===== src/design/gdf_ram.sv =====
// generic single-port-write, registered-read ram
module gdf_ram #(
  parameter int W = 32,
  parameter int D = 2
) (
  input  logic                 clk,
  input  logic                 we,
  input  logic [$clog2(D)-1:0] waddr,
  input  logic [W-1:0]         wdata,
  input  logic [$clog2(D)-1:0] raddr,
  output logic [W-1:0]         rdata
);

  logic [W-1:0] mem [D];

  // write port
  always_ff @(posedge clk) begin
    if (we) begin
      mem[waddr] <= wdata;
    end
  end

  // registered read
  always_ff @(posedge clk) begin
    rdata <= mem[raddr];
  end

endmodule


===== config.mk =====
export PLATFORM = sky130hd
export DESIGN_NAME = gdf_ram
export DESIGN_NICKNAME = d
export VERILOG_FILES = /design/src/design/gdf_ram.sv
export SDC_FILE = /design/constraint.sdc
export NUM_CORES = 1
export LEC_CHECK = 0
export BUFFER_PORTS_ARGS = -buffer_cell sky130_fd_sc_hd__buf_2
export CAP_MARGIN = 20
export CORE_MARGIN = 1
export CORE_UTILIZATION = 25
export CTS_CLUSTER_DIAMETER = 100
export DETAILED_ROUTE_END_ITERATION = 10
export PLACE_DENSITY = 0.4
export RECOVER_POWER = 100
export SLEW_MARGIN = 20
export SYNTH_ARGS = -nofsm -noshare
export SYNTH_HDL_FRONTEND = slang
export SYNTH_SLANG_ARGS = --single-unit

===== constraint.sdc =====
create_clock -name clk -period 3 [get_ports clk]
set_input_delay 0.3 -clock clk [delete_from_list [all_inputs] [get_ports clk]]
set_output_delay 0.3 -clock clk [all_outputs]
set_load 0.01 [all_outputs]

==> flow_metrics.env <==
export IMPL_drv_cap=1
export IMPL_worstPathRequired_ns=2.98
export IMPL_antenna_found_initial=0
export IMPL_multi_input_area_um2=383
export IMPL_p_per_area_mw_per_mm2=771
export IMPL_hp_start="wdata[23]"
export IMPL_drive_gt1_share_pct=15.3
export IMPL_grt_max_degree=33
export IMPL_r2r_start="mem[0][26]"
export IMPL_dr_pass1_iters=4
export IMPL_reg2regPathDepth=1
export IMPL_syn_area_mm2=0.00312
export IMPL_ys_seq_area_share_pct=82.2
export IMPL_register_area_mm2=0.00256
export IMPL_grt_usage_pct=8.75
export IMPL_yosysWarnings=0
export IMPL_placedCellCount=367
export IMPL_clockBufferDepth=2
export IMPL_cp_data_arrival_time_ns=1.91
export IMPL_r2r_end="rdata[26]"
export IMPL_wl_per_cell_um=13.7
export IMPL_globalplace_congestion=0.611
export IMPL_final_cell_count_no_fill=383
export IMPL_syn_num_nets=170
export IMPL_dp_hpwl_um=3180
export IMPL_via_per_inst=3.61
export IMPL_cts_max_level=3
export IMPL_cp_start_kind="input port"
export IMPL_clk_pin_slew_ns=0.06
export IMPL_postCtsHoldBufs=0
export IMPL_synth_seq_cells=96
export IMPL_power_leakage_uw=0.00128
export IMPL_final_net_count=246
export IMPL_cts_sinks=96
export IMPL_coreArea_mm2=0.0121
export IMPL_hold_violations=0
export IMPL_hold_class="input port to register"
export IMPL_ant_nets=0
export IMPL_drt_iter0_drc=41
export IMPL_place_ws_ns=1.25
export IMPL_clock_latency_ns=0.34
export IMPL_cts_tree="yes"
export IMPL_end_kind="register"
export IMPL_die_w_um=114
export IMPL_grt_pass1_wl_um=7850
export IMPL_port_buffers=67
export IMPL_fin_area_mm2=0.00376
export IMPL_max_vdd_ir_drop_mv=0.351
export IMPL_tns_ns=0
export IMPL_synthCells=134
export IMPL_grt_pass1_vias=1433
export IMPL_place_area_mm2=0.00362
export IMPL_hold_depth=1
export IMPL_period_share_pct=64.5
export IMPL_row_count=40
export IMPL_cts_made_buffers=9
export IMPL_final_min_clock_period_ns=1.94
export IMPL_critPathKind="input port to register"
export IMPL_start_util_pct=25.8
export IMPL_tightest_slew_ns=1.65
export IMPL_yosysTopAreaCell="edfxtp_1"
export IMPL_synthTopCellsByArea="edfxtp_1, dfxtp_1, mux2_4"
export IMPL_syn_to_final_growth_pct=20.4
export IMPL_power_total_uw=2900
export IMPL_relSlewSlack_pct=-10.1
export IMPL_grt_overflow=0
export IMPL_syn_mean_instance_area_um2=23.3
export IMPL_rsz0062_at_grt="no"
export IMPL_violations="capacitance limit, slew limit"
export IMPL_wl_um=5240
export IMPL_holdPathEnd="mem[1][23]"
export IMPL_yosys_cell_types_count=8
export IMPL_fmax_mhz=517
export IMPL_num_io_pins=68
export IMPL_ctsRootBufferMaster="clkbuf_16"
export IMPL_antenna_cells=0
export IMPL_critical_path_max_fanout=24
export IMPL_reg2reg_setup_slack_ns=2.21
export IMPL_setup_ws_ns=1.06
export IMPL_slew_viol_final=33
export IMPL_yosys_area_top_type_share_pct=61.6
export IMPL_drc_errors=0
export IMPL_setup_violations=0
export IMPL_die_h_um=114
export IMPL_status="complete, but fails checks"
export IMPL_nFillCells=1253
export IMPL_clock_skew_ns=0.00702
export IMPL_dr_total_vias=1382
export IMPL_cts_resized=0
export IMPL_die_area_mm2=0.0129
export IMPL_cts_setup_buffers=0
[cell usage in the layout (no fill, tap or decap), drive strengths merged]
master / count
buf: 13
dfxtp: 32
clkinvlp: 2
edfxtp: 64
mux2: 32
bufinv: 2
nor2b: 1
and2: 1
clkbuf: 67
clkinv: 1
[worst max-delay path by stage]
stage,end,startpoint,cells past startpoint,slack [ns]
floorplan,mem[0][0],waddr,1,0.82
global placement,mem[0][12],waddr,3,1.28
detailed placement,mem[0][10],waddr,3,1.25
CTS,mem[0][12],waddr,3,1.60
global route,mem[0][12],we,3,0.83
finish,mem[0][12],we,3,1.06
[Yosys cell counts]
master     n
mux2_4    30
edfxtp_1  64
dfxtp_1   32
nor2b_1    1
and2_1     1
buf_6      1
mux2_2     2
buf_12     3
[logic make-up after synthesis]
| kind of cell | count (synthesis) | synth area share (%) |
|---|---|---|
| buffers and inverters | 4 | 2.29 |
| flip-flops | 96 | 82.1 |
| multiplexers | 32 | 15.2 |
| AND/OR/NAND/NOR | 2 | 0.401 |
[flip-flops by register name, summed over array words and instances, names as in the netlist]
signal  flops
rdata      32
mem        64
[critical path, stage by stage]
cell and delay [ns]:
buf_2 0.08, nor2b_2 1.02, clkbuf_1 0.49
[power breakdown]
part | switching (uW) | total (uW) | leakage, uW | internal, uW
clock | 463 | 1210 | 0.000152 | 751
sequential | 23.3 | 1540 | 0.000871 | 1520
combinational | 86.1 | 142 | 0.000261 | 56.3
[through the flow]
stage	utilization, %	hold slack, ns
after floorplan	-	0.399
after global placement	29.9	0.454
after detailed placement	29.9	0.456
after CTS	32.5	0.135
after global routing	31.0	0.132
final	31.0	0.150
[per-layer routing]
metal	up-vias	global-route usage [%]	routed length (um)	part of all wire, %
li1	653	-	-	-
met5	-	0	0	0
met2	54	12.7	2260	43
met1	666	10.3	2430	46
met4	0	5.00	116	2.2
met3	9	4.57	439	8.4
[layout make-up]
class                      instances  share of cell area (%)
clock buffer                      11                    6.46
clock inverter                     5                    2.13
multi-input combinational         34                    10.2
sequential                        96                    68.2
tap                              168                    5.60
timing repair buffer              69                    7.40
No activity file was read; power rests on OpenSTA's default activity.
