--- config.mk ---
export PLATFORM = sky130hd
export DESIGN_NAME = gdf_div
export DESIGN_NICKNAME = d
export VERILOG_FILES = /design/src/design/gdf_pkg.sv /design/src/design/gdf_div.sv
export SDC_FILE = /design/constraint.sdc
export NUM_CORES = 1
export LEC_CHECK = 0
export BUFFER_PORTS_ARGS = -buffer_cell sky130_fd_sc_hd__buf_2
export CAP_MARGIN = 20
export CORE_ASPECT_RATIO = 1.5
export CORE_UTILIZATION = 60
export CTS_CLUSTER_DIAMETER = 60
export CTS_CLUSTER_SIZE = 10
export DETAILED_ROUTE_END_ITERATION = 16
export PLACE_DENSITY_LB_ADDON = 0.2
export SKIP_CTS_REPAIR_TIMING = 1
export SLEW_MARGIN = 5
export SYNTH_ARGS = -nofsm -noshare
export SYNTH_HDL_FRONTEND = slang
export SYNTH_SLANG_ARGS = --single-unit
--- constraint.sdc ---
create_clock -name clk -period 8.13 [get_ports clk]
set_clock_uncertainty 0.15 [all_clocks]
set_input_delay 1.626 -clock clk [delete_from_list [all_inputs] [get_ports clk]]
set_output_delay 1.626 -clock clk [all_outputs]
set_load 0.01 [all_outputs]
--- src/design/gdf_pkg.sv ---
// shared constants for the direct-sum gravity force block
package gdf_pkg;

  // table size and fixed-point format
  localparam int MAX_PARTICLES = 1024;
  localparam int FRAC_BITS     = 16;

  // derived widths
  localparam int AW        = $clog2(MAX_PARTICLES);
  localparam int CW        = $clog2(MAX_PARTICLES + 1);
  localparam int NUM_SHIFT = 32 - FRAC_BITS;

  // iterative divider: 128-bit dividend, divisor below 2^67
  localparam int DIV_NW = 128;
  localparam int DIV_DW = 67;
  localparam int DIV_CW = $clog2(DIV_NW + 1);

  // sequencer step counts
  localparam int SQRT_STEPS = 34;
  localparam int MUL_STEPS  = 33;
  localparam int SQ_STEPS   = 5;
  localparam int SW         = 6;

  // register indexes
  localparam logic REG_COUNT = 1'b0;
  localparam logic REG_COEF  = 1'b1;

  // item function codes
  localparam logic FUNC_STORE = 1'b0;
  localparam logic FUNC_QUERY = 1'b1;

  // coefficient after reset is one
  localparam logic [31:0] COEF_RESET = 32'(64'd1 << FRAC_BITS);

endpackage

--- src/design/gdf_div.sv ---
// iterative restoring divider, one quotient bit per cycle
module gdf_div (
  input  logic                        clk,
  input  logic                        rst_n,
  input  logic                        start,
  input  logic [gdf_pkg::DIV_NW-1:0]  num,
  input  logic [gdf_pkg::DIV_DW-1:0]  den,
  output logic [gdf_pkg::DIV_NW-1:0]  quo,
  output logic                        done
);
  import gdf_pkg::*;

  logic [DIV_NW-1:0] q_r;
  logic [DIV_DW:0]   rem_r;
  logic [DIV_DW-1:0] den_r;
  logic [DIV_CW-1:0] cnt_r;
  logic              done_r;
  logic [DIV_DW:0]   rem_sh;
  logic              ge;

  // shift in the next dividend bit and try a subtract
  assign rem_sh = {rem_r[DIV_DW-1:0], q_r[DIV_NW-1]};
  assign ge     = rem_sh >= {1'b0, den_r};

  // control
  always_ff @(posedge clk) begin
    if (!rst_n) begin
      cnt_r  <= '0;
      done_r <= 1'b0;
    end else if (start) begin
      cnt_r  <= DIV_CW'(DIV_NW);
      done_r <= 1'b0;
    end else begin
      done_r <= cnt_r == DIV_CW'(1);
      if (cnt_r != '0) begin
        cnt_r <= cnt_r - DIV_CW'(1);
      end
    end
  end

  // datapath
  always_ff @(posedge clk) begin
    if (start) begin
      q_r   <= num;
      rem_r <= '0;
      den_r <= den;
    end else if (cnt_r != '0) begin
      rem_r <= ge ? rem_sh - {1'b0, den_r} : rem_sh;
      q_r   <= {q_r[DIV_NW-2:0], ge};
    end
  end

  assign quo  = q_r;
  assign done = done_r;

endmodule

==> impl_metrics.ini, run 1 <==
[outcome]
outcome = complete, no violations

[sta]
timing.final.crit_share = 0.572
timing.fmax_mhz = 215
slew_headroom = 0.291
hold_viol_final = 0
finalMaxSlewViolations = 0
finalSetupTns_ns = 0
finalSetupViolations = 0
worst_slack_ns = 3.48
max_slew.worst_pin.slew_ns = 1.06
rsz0062_at_grt = false
fin_crit_ns = 4.65

[yosys]
synth_area_um2 = 15000
synthArstFlopShare = 0
ys_ff_latch = 271
syn_nets = 1696
synth_top_area_cell = edfxtp_1
ys_top_cells_by_count = edfxtp_1, nor2_1, mux2_2, a21oi_1, nand2_1
yosys_warnings = 0
yosysSeqAreaShare = 0.492
synth.most_common_cell = edfxtp_1
syn_avg_cell_area_um2 = 10.5
ys_types = 68
syn_inst = 1428
synthFlopType = edfxtp_1
synth_edf_count = 195
synth_top_area_frac = 0.391
ys_top_cells_by_area = edfxtp_1, dfxtp_1, mux2_2, ha_1, a21oi_1

[place]
globalplace.congestion = 0.950
portBuffers = 326
dpl.hpwl_mm = 29.8
dpl_worst_slack_ns = 3.50
placed_area_um2 = 16800

[clocking]
root_buffer = clkbuf_16
cts_buffers = 34
htree_levels = 2
cts.reportedPaths.clkPinSlew_ns = 0.06
clk_latency_ns = 0.53
ctsLongestPathBuffers = 3
clkSinkCount = 271
cts_tree = yes

[die]
initial_core_util = 0.613
die_h_um = 196
io_pins = 327
fp.dieW_um = 131
die-area_um2 = 25600
num_rows = 70
coreArea_um2 = 24400

[worst_setup_path]
cp.depth = 15
end_kind = register
cp-endpoint = rem_r[61]
reg2reg_slack_ns = 3.48
path_max_fanout = 86
max_stage_delay_ns = 0.80
path_class = register to register
r2r-end = rem_r[61]
path_cells = inv_1, ha_1, inv_1, fa_1, a21oi_1, o211ai_1, a21oi_1, nand2_1, nand2_1, a31oi_1, nor2_4, buf_4, or3_1, a211o_1, o22ai_1
r2r-start = quo[127]
required_ns = 8.35
worstSetupStartpoint = quo[127]
crit_arrival_ns = 4.87
critPathLaunchType = register
cp_top_family = simple AND/OR/NAND/NOR gates
r2r.worst_path.cells = 15
crit_buf_inv = 3
slowest_stage = buf_4

[global_route]
grt-ovfl-total = 0
grt_first_pass_wirelength_mm = 63.4
grt_pass1_vias = 12400
antenna_found_initial = 2
grt_max_degree = 124
grtUsageTotal = 0.324

[min_path]
hold_path_class = register to register

[route]
dr.pass1.iters = 6
drcViolationCount = 0
num_vias = 12100
ant_nets = 0
drt-total-wl_mm = 40.7
avgRoutedWirePerCell_um = 19.6
initialDrtViolationCount = 720
viasPerCell = 5.85

[power]
leakage_nw = 7.68
p_per_area_nw_per_um2 = 411
ir_worst_vdd_mv = 0.477

[finish]
fin_nets = 1994
area_growth_syn_to_layout_pct = 19.0
drive_gt1_frac = 0.295
finish.utilization = 0.730
final_area_um2 = 17800

[job]
max_cap_viol_count = 0
logic make-up (layout without fill, tap and decap cells):
family / after synthesis / count (layout) / share of synthesized area
adders and majority gates: 70 / 70 / 0.0590
AOI/OAI and AO/OA: 343 / 343 / 0.149
DFF: 271 / 271 / 0.492
xor gates and xnor gates: 63 / 63 / 0.0368
and+or+nand+nor: 387 / 387 / 0.119
buffers and inverters: 155 / 477 / 0.0395
other: 0 / 2 / 0
muxes: 139 / 139 / 0.103
metrics by stage:
stage                     instances  hold WS (ns)  power [mW]
after detailed placement       2014         0.324        5.91
final                          2076         0.336        7.33
after CTS                      2074         0.333        7.32
after floorplan                1428         0.295        4.86
after global placement         2014         0.315        5.81
after global routing           2076         0.356        7.80
worst min-delay path by stage:
stage,startpoint,end,cells past startpoint
2_1_floorplan,rem_r[26],rem_r[26],2
3_3_place_gp,rem_r[2],rem_r[2],2
3_5_place_dp,rem_r[2],rem_r[2],2
4_1_cts,rem_r[2],rem_r[2],2
5_1_grt,rem_r[66],rem_r[66],2
6_report,rem_r[2],rem_r[2],2
worst min-delay path, delay by kind of cell (launching register included):
kind	cells	cell delay (ns)
AOI/OAI and AO/OA	1	0.05
DFF	1	0.33
and+or+nand+nor	1	0.06
cell type report:
| type | instances | area (um^2) |
|---|---|---|
| timing repair buffer | 332 | 1690 |
| tap | 324 | 405 |
| multi-input combinational | 1002 | 7040 |
| clock inverter | 7 | 60.1 |
| antenna | 2 | 5.00 |
| fill | 1772 | 6600 |
| inverter | 85 | 319 |
| clock buffer | 53 | 943 |
| sequential | 271 | 7380 |
sequential cells by signal (all words and copies together), names as in the netlist:
register	count
done	1
quo	128
den_r	67
cnt_r	8
rem_r	67
cell usage in the layout (no fill, tap or decap), types with 10 or more instances in the layout:
| cell type | Yosys | routed |
|---|---|---|
| clkbuf_1 | 53 | 18 |
| nor3_1 | 43 | 42 |
| o21ai_0 | 39 | 39 |
| o211ai_1 | 10 | 10 |
| a211oi_1 | 49 | 49 |
| a21oi_1 | 114 | 114 |
| nand3_1 | 20 | 20 |
| and3_1 | 13 | 13 |
| a21o_1 | 28 | 28 |
| nand2_1 | 95 | 95 |
| o21bai_1 | 16 | 16 |
| xor2_1 | 25 | 25 |
| mux2_2 | 127 | 127 |
| buf_2 | 8 | 325 |
| edfxtp_1 | 195 | 195 |
| ha_1 | 69 | 69 |
| xnor2_1 | 38 | 38 |
| o21a_1 | 12 | 12 |
| dfxtp_1 | 76 | 76 |
| nor2b_1 | 11 | 11 |
| nor2_1 | 141 | 140 |
| clkbuf_16 | 0 | 35 |
| mux2i_1 | 12 | 12 |
| o21ai_1 | 21 | 21 |
| nand4_1 | 22 | 22 |
| inv_1 | 85 | 85 |
layer usage:
| metal | part of all wire | up-vias | GRT usage |
|---|---|---|---|
| met5 | 0 | - | 0 |
| met4 | 0.057 | 0 | 0.177 |
| met3 | 0.072 | 135 | 0.0805 |
| met2 | 0.51 | 475 | 0.564 |
| met1 | 0.37 | 5686 | 0.355 |
| li1 | - | 5845 | - |
where the power goes:
part	switching [mW]	total (mW)	internal, mW	leakage, nW
combinational	2.12	3.44	1.31	4.59
clock	0.579	1.38	0.802	0.480
sequential	0.342	2.51	2.17	2.61
Note: power is estimated with default switching activity, not from simulation.
==> run 2, diff against run 1 <==
--- a/config.mk
+++ b/config.mk
@@ -8,7 +8,7 @@
 export BUFFER_PORTS_ARGS = -buffer_cell sky130_fd_sc_hd__buf_2
 export CAP_MARGIN = 20
 export CORE_ASPECT_RATIO = 1.5
-export CORE_UTILIZATION = 60
+export CORE_UTILIZATION = 50
 export CTS_CLUSTER_DIAMETER = 60
 export CTS_CLUSTER_SIZE = 10
 export DETAILED_ROUTE_END_ITERATION = 16
==> constraint.sdc (replaced) <==
create_clock -name clk -period 4.2 [get_ports clk]
set_clock_uncertainty 0.15 [all_clocks]
set_input_delay 0.84 -clock clk [delete_from_list [all_inputs] [get_ports clk]]
set_output_delay 0.84 -clock clk [all_outputs]
set_load 0.01 [all_outputs]
==> impl_metrics.ini, run 2 (synthesis gave the netlist of run 1 again) <==
[outcome]
outcome = complete, no violations

[place]
globalplace.congestion = 0.927
placed_area_um2 = 17000
dpl.hpwl_mm = 30.5
portBuffers = 326

[power]
ir_worst_vdd_mv = 0.461
finalPower_mw = 14.0
leakage_nw = 7.68
p_per_area_nw_per_um2 = 781

[worst_setup_path]
required_ns = 4.47
crit_arrival_ns = 4.05
path_max_fanout = 11
slowest_stage = a2111oi_0
path_class = register to register
path_cells = inv_1, ha_1, inv_1, fa_1, a21oi_1, o211ai_1, a21oi_1, nand2_1, nand2_1, a31oi_1, nor2_4, nor2_1, a21boi_1, a2111oi_0
cp_top_family = compound AO/OA/AOI/OAI gates
crit_buf_inv = 2
critPathLaunchType = register
end_kind = register
max_stage_delay_ns = 0.42

[finish]
multi_input_area_um2 = 7040
fin_nets = 1999
final_cell_mix = buf_2, edfxtp_1, nor2_1, mux2_2, a21oi_1
drive_gt1_frac = 0.295
final_area_um2 = 17900
area_growth_syn_to_layout_pct = 19.7
finish.utilization = 0.608
fill_cells = 2593
largest_reg_flops = 128
layout_commonest_cell = buf_2
regArea_um2 = 7380

[sta]
finalSetupTns_ns = 0
max_slew.worst_pin.slew_ns = 0.680
hold_viol_final = 0
rsz0062_at_grt = false
finalSetupViolations = 0
fin_crit_ns = 3.78
finalMaxSlewViolations = 0
timing.final.crit_share = 0.901
timing.fmax_mhz = 264
timing.hold.ws_ns = 0.277
slew_headroom = 0.547

[global_route]
use_met3 = 0.0625
grtUsageTotal = 0.268
grt-ovfl-total = 0
antenna_found_initial = 11
grt_first_pass_wirelength_mm = 63.9
global_route.usage.met2 = 0.490
grt_pass1_vias = 12300
grt-busiest-layer = met2
grt_max_degree = 107
grt_use_met1 = 0.283

[die]
die-area_um2 = 30700
fp.dieW_um = 143
initial_core_util = 0.508
io_pins = 327
coreArea_um2 = 29500
num_rows = 77
die_h_um = 214

[route]
viasPerCell = 5.65
initialDrtViolationCount = 586
avgRoutedWirePerCell_um = 19.0
num_vias = 12200
ant_nets = 0
drcViolationCount = 0
drt-total-wl_mm = 41.0
dr.pass1.iters = 5

[clocking]
root_buffer = clkbuf_16
cts_tree = yes
ctsLongestPathBuffers = 3
cts_buffers = 31
cts.reportedPaths.clkPinSlew_ns = 0.06
clk_latency_ns = 0.59
clkSinkCount = 271
htree_levels = 1

[job]
max_cap_viol_count = 0

[min_path]
hold_path_class = input port to register
-- run 2: path summary, 6_finish.rpt --
path / from / to / slack, ns / cells past startpoint
worst max register to register: quo[127] / rem_r[62] / 0.42 / 14
worst min register to register: rem_r[66] / rem_r[66] / 0.34 / 2
worst min-delay path: den[31] / den_r[31] / 0.28 / 1
worst max-delay path: quo[127] / rem_r[62] / 0.42 / 14
-- run 2: layout make-up --
| type | count | share of cell area |
|---|---|---|
| Antenna cell | 7 | 0.000977 |
| Tap cell | 395 | 0.0276 |
| Clock inverter | 3 | 0.00112 |
| Sequential cell | 271 | 0.411 |
| Multi-Input combinational cell | 1002 | 0.393 |
| Timing Repair Buffer | 340 | 0.101 |
| Clock buffer | 53 | 0.0479 |
| Inverter | 85 | 0.0178 |
-- run 2: worst register-to-register path, delay by kind of cell (launching register included) --
| family | cells | cell delay (ns) |
|---|---|---|
| DFF | 1 | 0.39 |
| buffers and inverters | 2 | 0.14 |
| AOI/OAI and AO/OA | 6 | 1.48 |
| and+or+nand+nor | 4 | 0.90 |
| adders and majority gates | 2 | 0.56 |
-- run 2: through the flow --
stage               setup WS [ns]  instances
global placement            0.398       2093
detailed placement          0.327       2093
finish                      0.417       2156
floorplan                   0.509       1428
CTS                         0.300       2149
global route               0.0736       2154
-- run 2: where the power goes --
part	internal, mW	switching [mW]
sequential	4.18	0.638
clock	1.37	1.06
combinational	2.63	4.13
total	8.18	5.83
-- run 2: per-layer routing --
layer  vias to the layer above  wire, um  share of wire
met5                         -        42         0.0010
met1                      5791     14700           0.36
met2                       412     21600           0.53
li1                       5858         -              -
met4                         8      2030          0.049
met3                       118      2600          0.063
==> run 3, diff against run 2 <==
--- a/config.mk
+++ b/config.mk
@@ -12,6 +12,7 @@
 export CTS_CLUSTER_DIAMETER = 60
 export CTS_CLUSTER_SIZE = 10
 export DETAILED_ROUTE_END_ITERATION = 16
+export GPL_TIMING_DRIVEN = 0
 export PLACE_DENSITY_LB_ADDON = 0.2
 export SKIP_CTS_REPAIR_TIMING = 1
 export SLEW_MARGIN = 5
==> impl_metrics.ini, run 3 (synthesis gave the netlist of run 1 again) <==
[sta]
hold_viol_final = 0
max_slew.worst_pin.slew_ns = 1.15
timing.final.crit_share = 0.938
rsz0062_at_grt = false
fin_crit_ns = 3.94
timing.fmax_mhz = 254
finalSetupViolations = 0
finalMaxSlewViolations = 0
slew_headroom = 0.236

[worst_setup_path]
crit_arrival_ns = 4.19
required_ns = 4.45
path_class = register to register
critPathLaunchType = register
r2r.worst_path.cells = 13
end_kind = register
path_max_fanout = 10

[finish]
fill_cells = 2565
final_cells = 2212
area_growth_syn_to_layout_pct = 20.9
fin_nets = 2058
regArea_um2 = 7380
drive_gt1_frac = 0.289
largest_reg_flops = 128
final_cell_mix = buf_2, edfxtp_1, nor2_1, mux2_2, a21oi_1
layout_commonest_cell = buf_2
multi_input_area_um2 = 7060

[clocking]
htree_levels = 1
clk_latency_ns = 0.57
clkSinkCount = 271
ctsLongestPathBuffers = 3
cts_tree = yes
root_buffer = clkbuf_16
cts_buffers = 31
cts.reportedPaths.clkPinSlew_ns = 0.06

[global_route]
grtUsageTotal = 0.304
grt_first_pass_wirelength_mm = 70.6
antenna_found_initial = 6
grt_pass1_vias = 13000
grt_max_degree = 71
grt-ovfl-total = 0

[place]
globalplace.congestion = 0.984
portBuffers = 326
dpl.hpwl_mm = 35.2
dp_cells = 2152

[route]
avgRoutedWirePerCell_um = 21.1
drt-total-wl_mm = 46.6
ant_nets = 0
viasPerCell = 5.74
dr.pass1.iters = 5
num_vias = 12700
drcViolationCount = 0
initialDrtViolationCount = 668

[die]
io_pins = 327
fp.dieW_um = 143
num_rows = 77
die-area_um2 = 30700
coreArea_um2 = 29500
die_h_um = 214
initial_core_util = 0.508

[outcome]
outcome = complete, no violations

[power]
leakage_nw = 7.75
finalPower_mw = 14.6
p_per_area_nw_per_um2 = 805
ir_worst_vdd_mv = 0.542

[min_path]
hold-path-cell-count = 1
hold_path_class = input port to register

[job]
max_cap_viol_count = 0
==> run 3: cell types whose count changed in the layout (fill, tap and decap cells not counted), sizes merged <==
cell / change
inv: -1
diode: -2
clkbuf: +59
==> run 3: area by class of cell <==
class,instances,share of cell area
clock inverters,2,0.000691
clock buffers,53,0.0474
well taps,395,0.0273
repair buffers,329,0.0937
multi-input cells,1002,0.390
plain buffers,70,0.0159
inverters,85,0.0176
flip-flops and latches,271,0.407
diodes,5,0.000691
==> run 3: worst paths after layout <==
check	slack, ns	endpoint	start
worst max-delay path	0.26	rem_r[41]	den_r[15]
worst min-delay path	0.30	den_r[7]	den[7]
worst max register to register	0.26	rem_r[41]	den_r[15]
worst min register to register	0.34	rem_r[2]	rem_r[2]
==> run 3: where the power goes <==
part | internal, mW | switching [mW]
sequential | 4.18 | 0.643
clock | 1.37 | 1.08
combinational | 2.65 | 4.65
==> run 3: worst max-delay path, cell delays in order, from the launching register on <==
cell,delay [ns]
edfxtp_1,0.33
inv_1,0.04
ha_1,0.35
a21o_1,0.22
a21o_1,0.20
o41ai_2,0.47
o21ai_1,0.17
a211oi_2,0.33
a31oi_2,0.19
nor2_1,0.19
buf_2,0.32
buf_2,0.45
mux2i_1,0.25
a211oi_1,0.09
==> run 3: metal layers <==
layer	wire length, um	global-route usage
met5	10	0
met3	3200	0.0665
met4	2810	0.183
met1	16200	0.310
met2	24400	0.557
==> run 3: per-stage QoR <==
stage	TNS [ns]	hold slack (ns)	cell area (um^2)	setup WS, ns	util
global placement	-294.05	0.314	17100	-2.30	0.580
floorplan	0	0.295	15000	0.509	-
detailed placement	-16.15	0.329	17200	-0.242	0.583
finish	0	0.295	18100	0.259	0.614
CTS	-1.08	0.269	18100	-0.125	0.612
global route	0	0.274	18100	0.00646	0.614
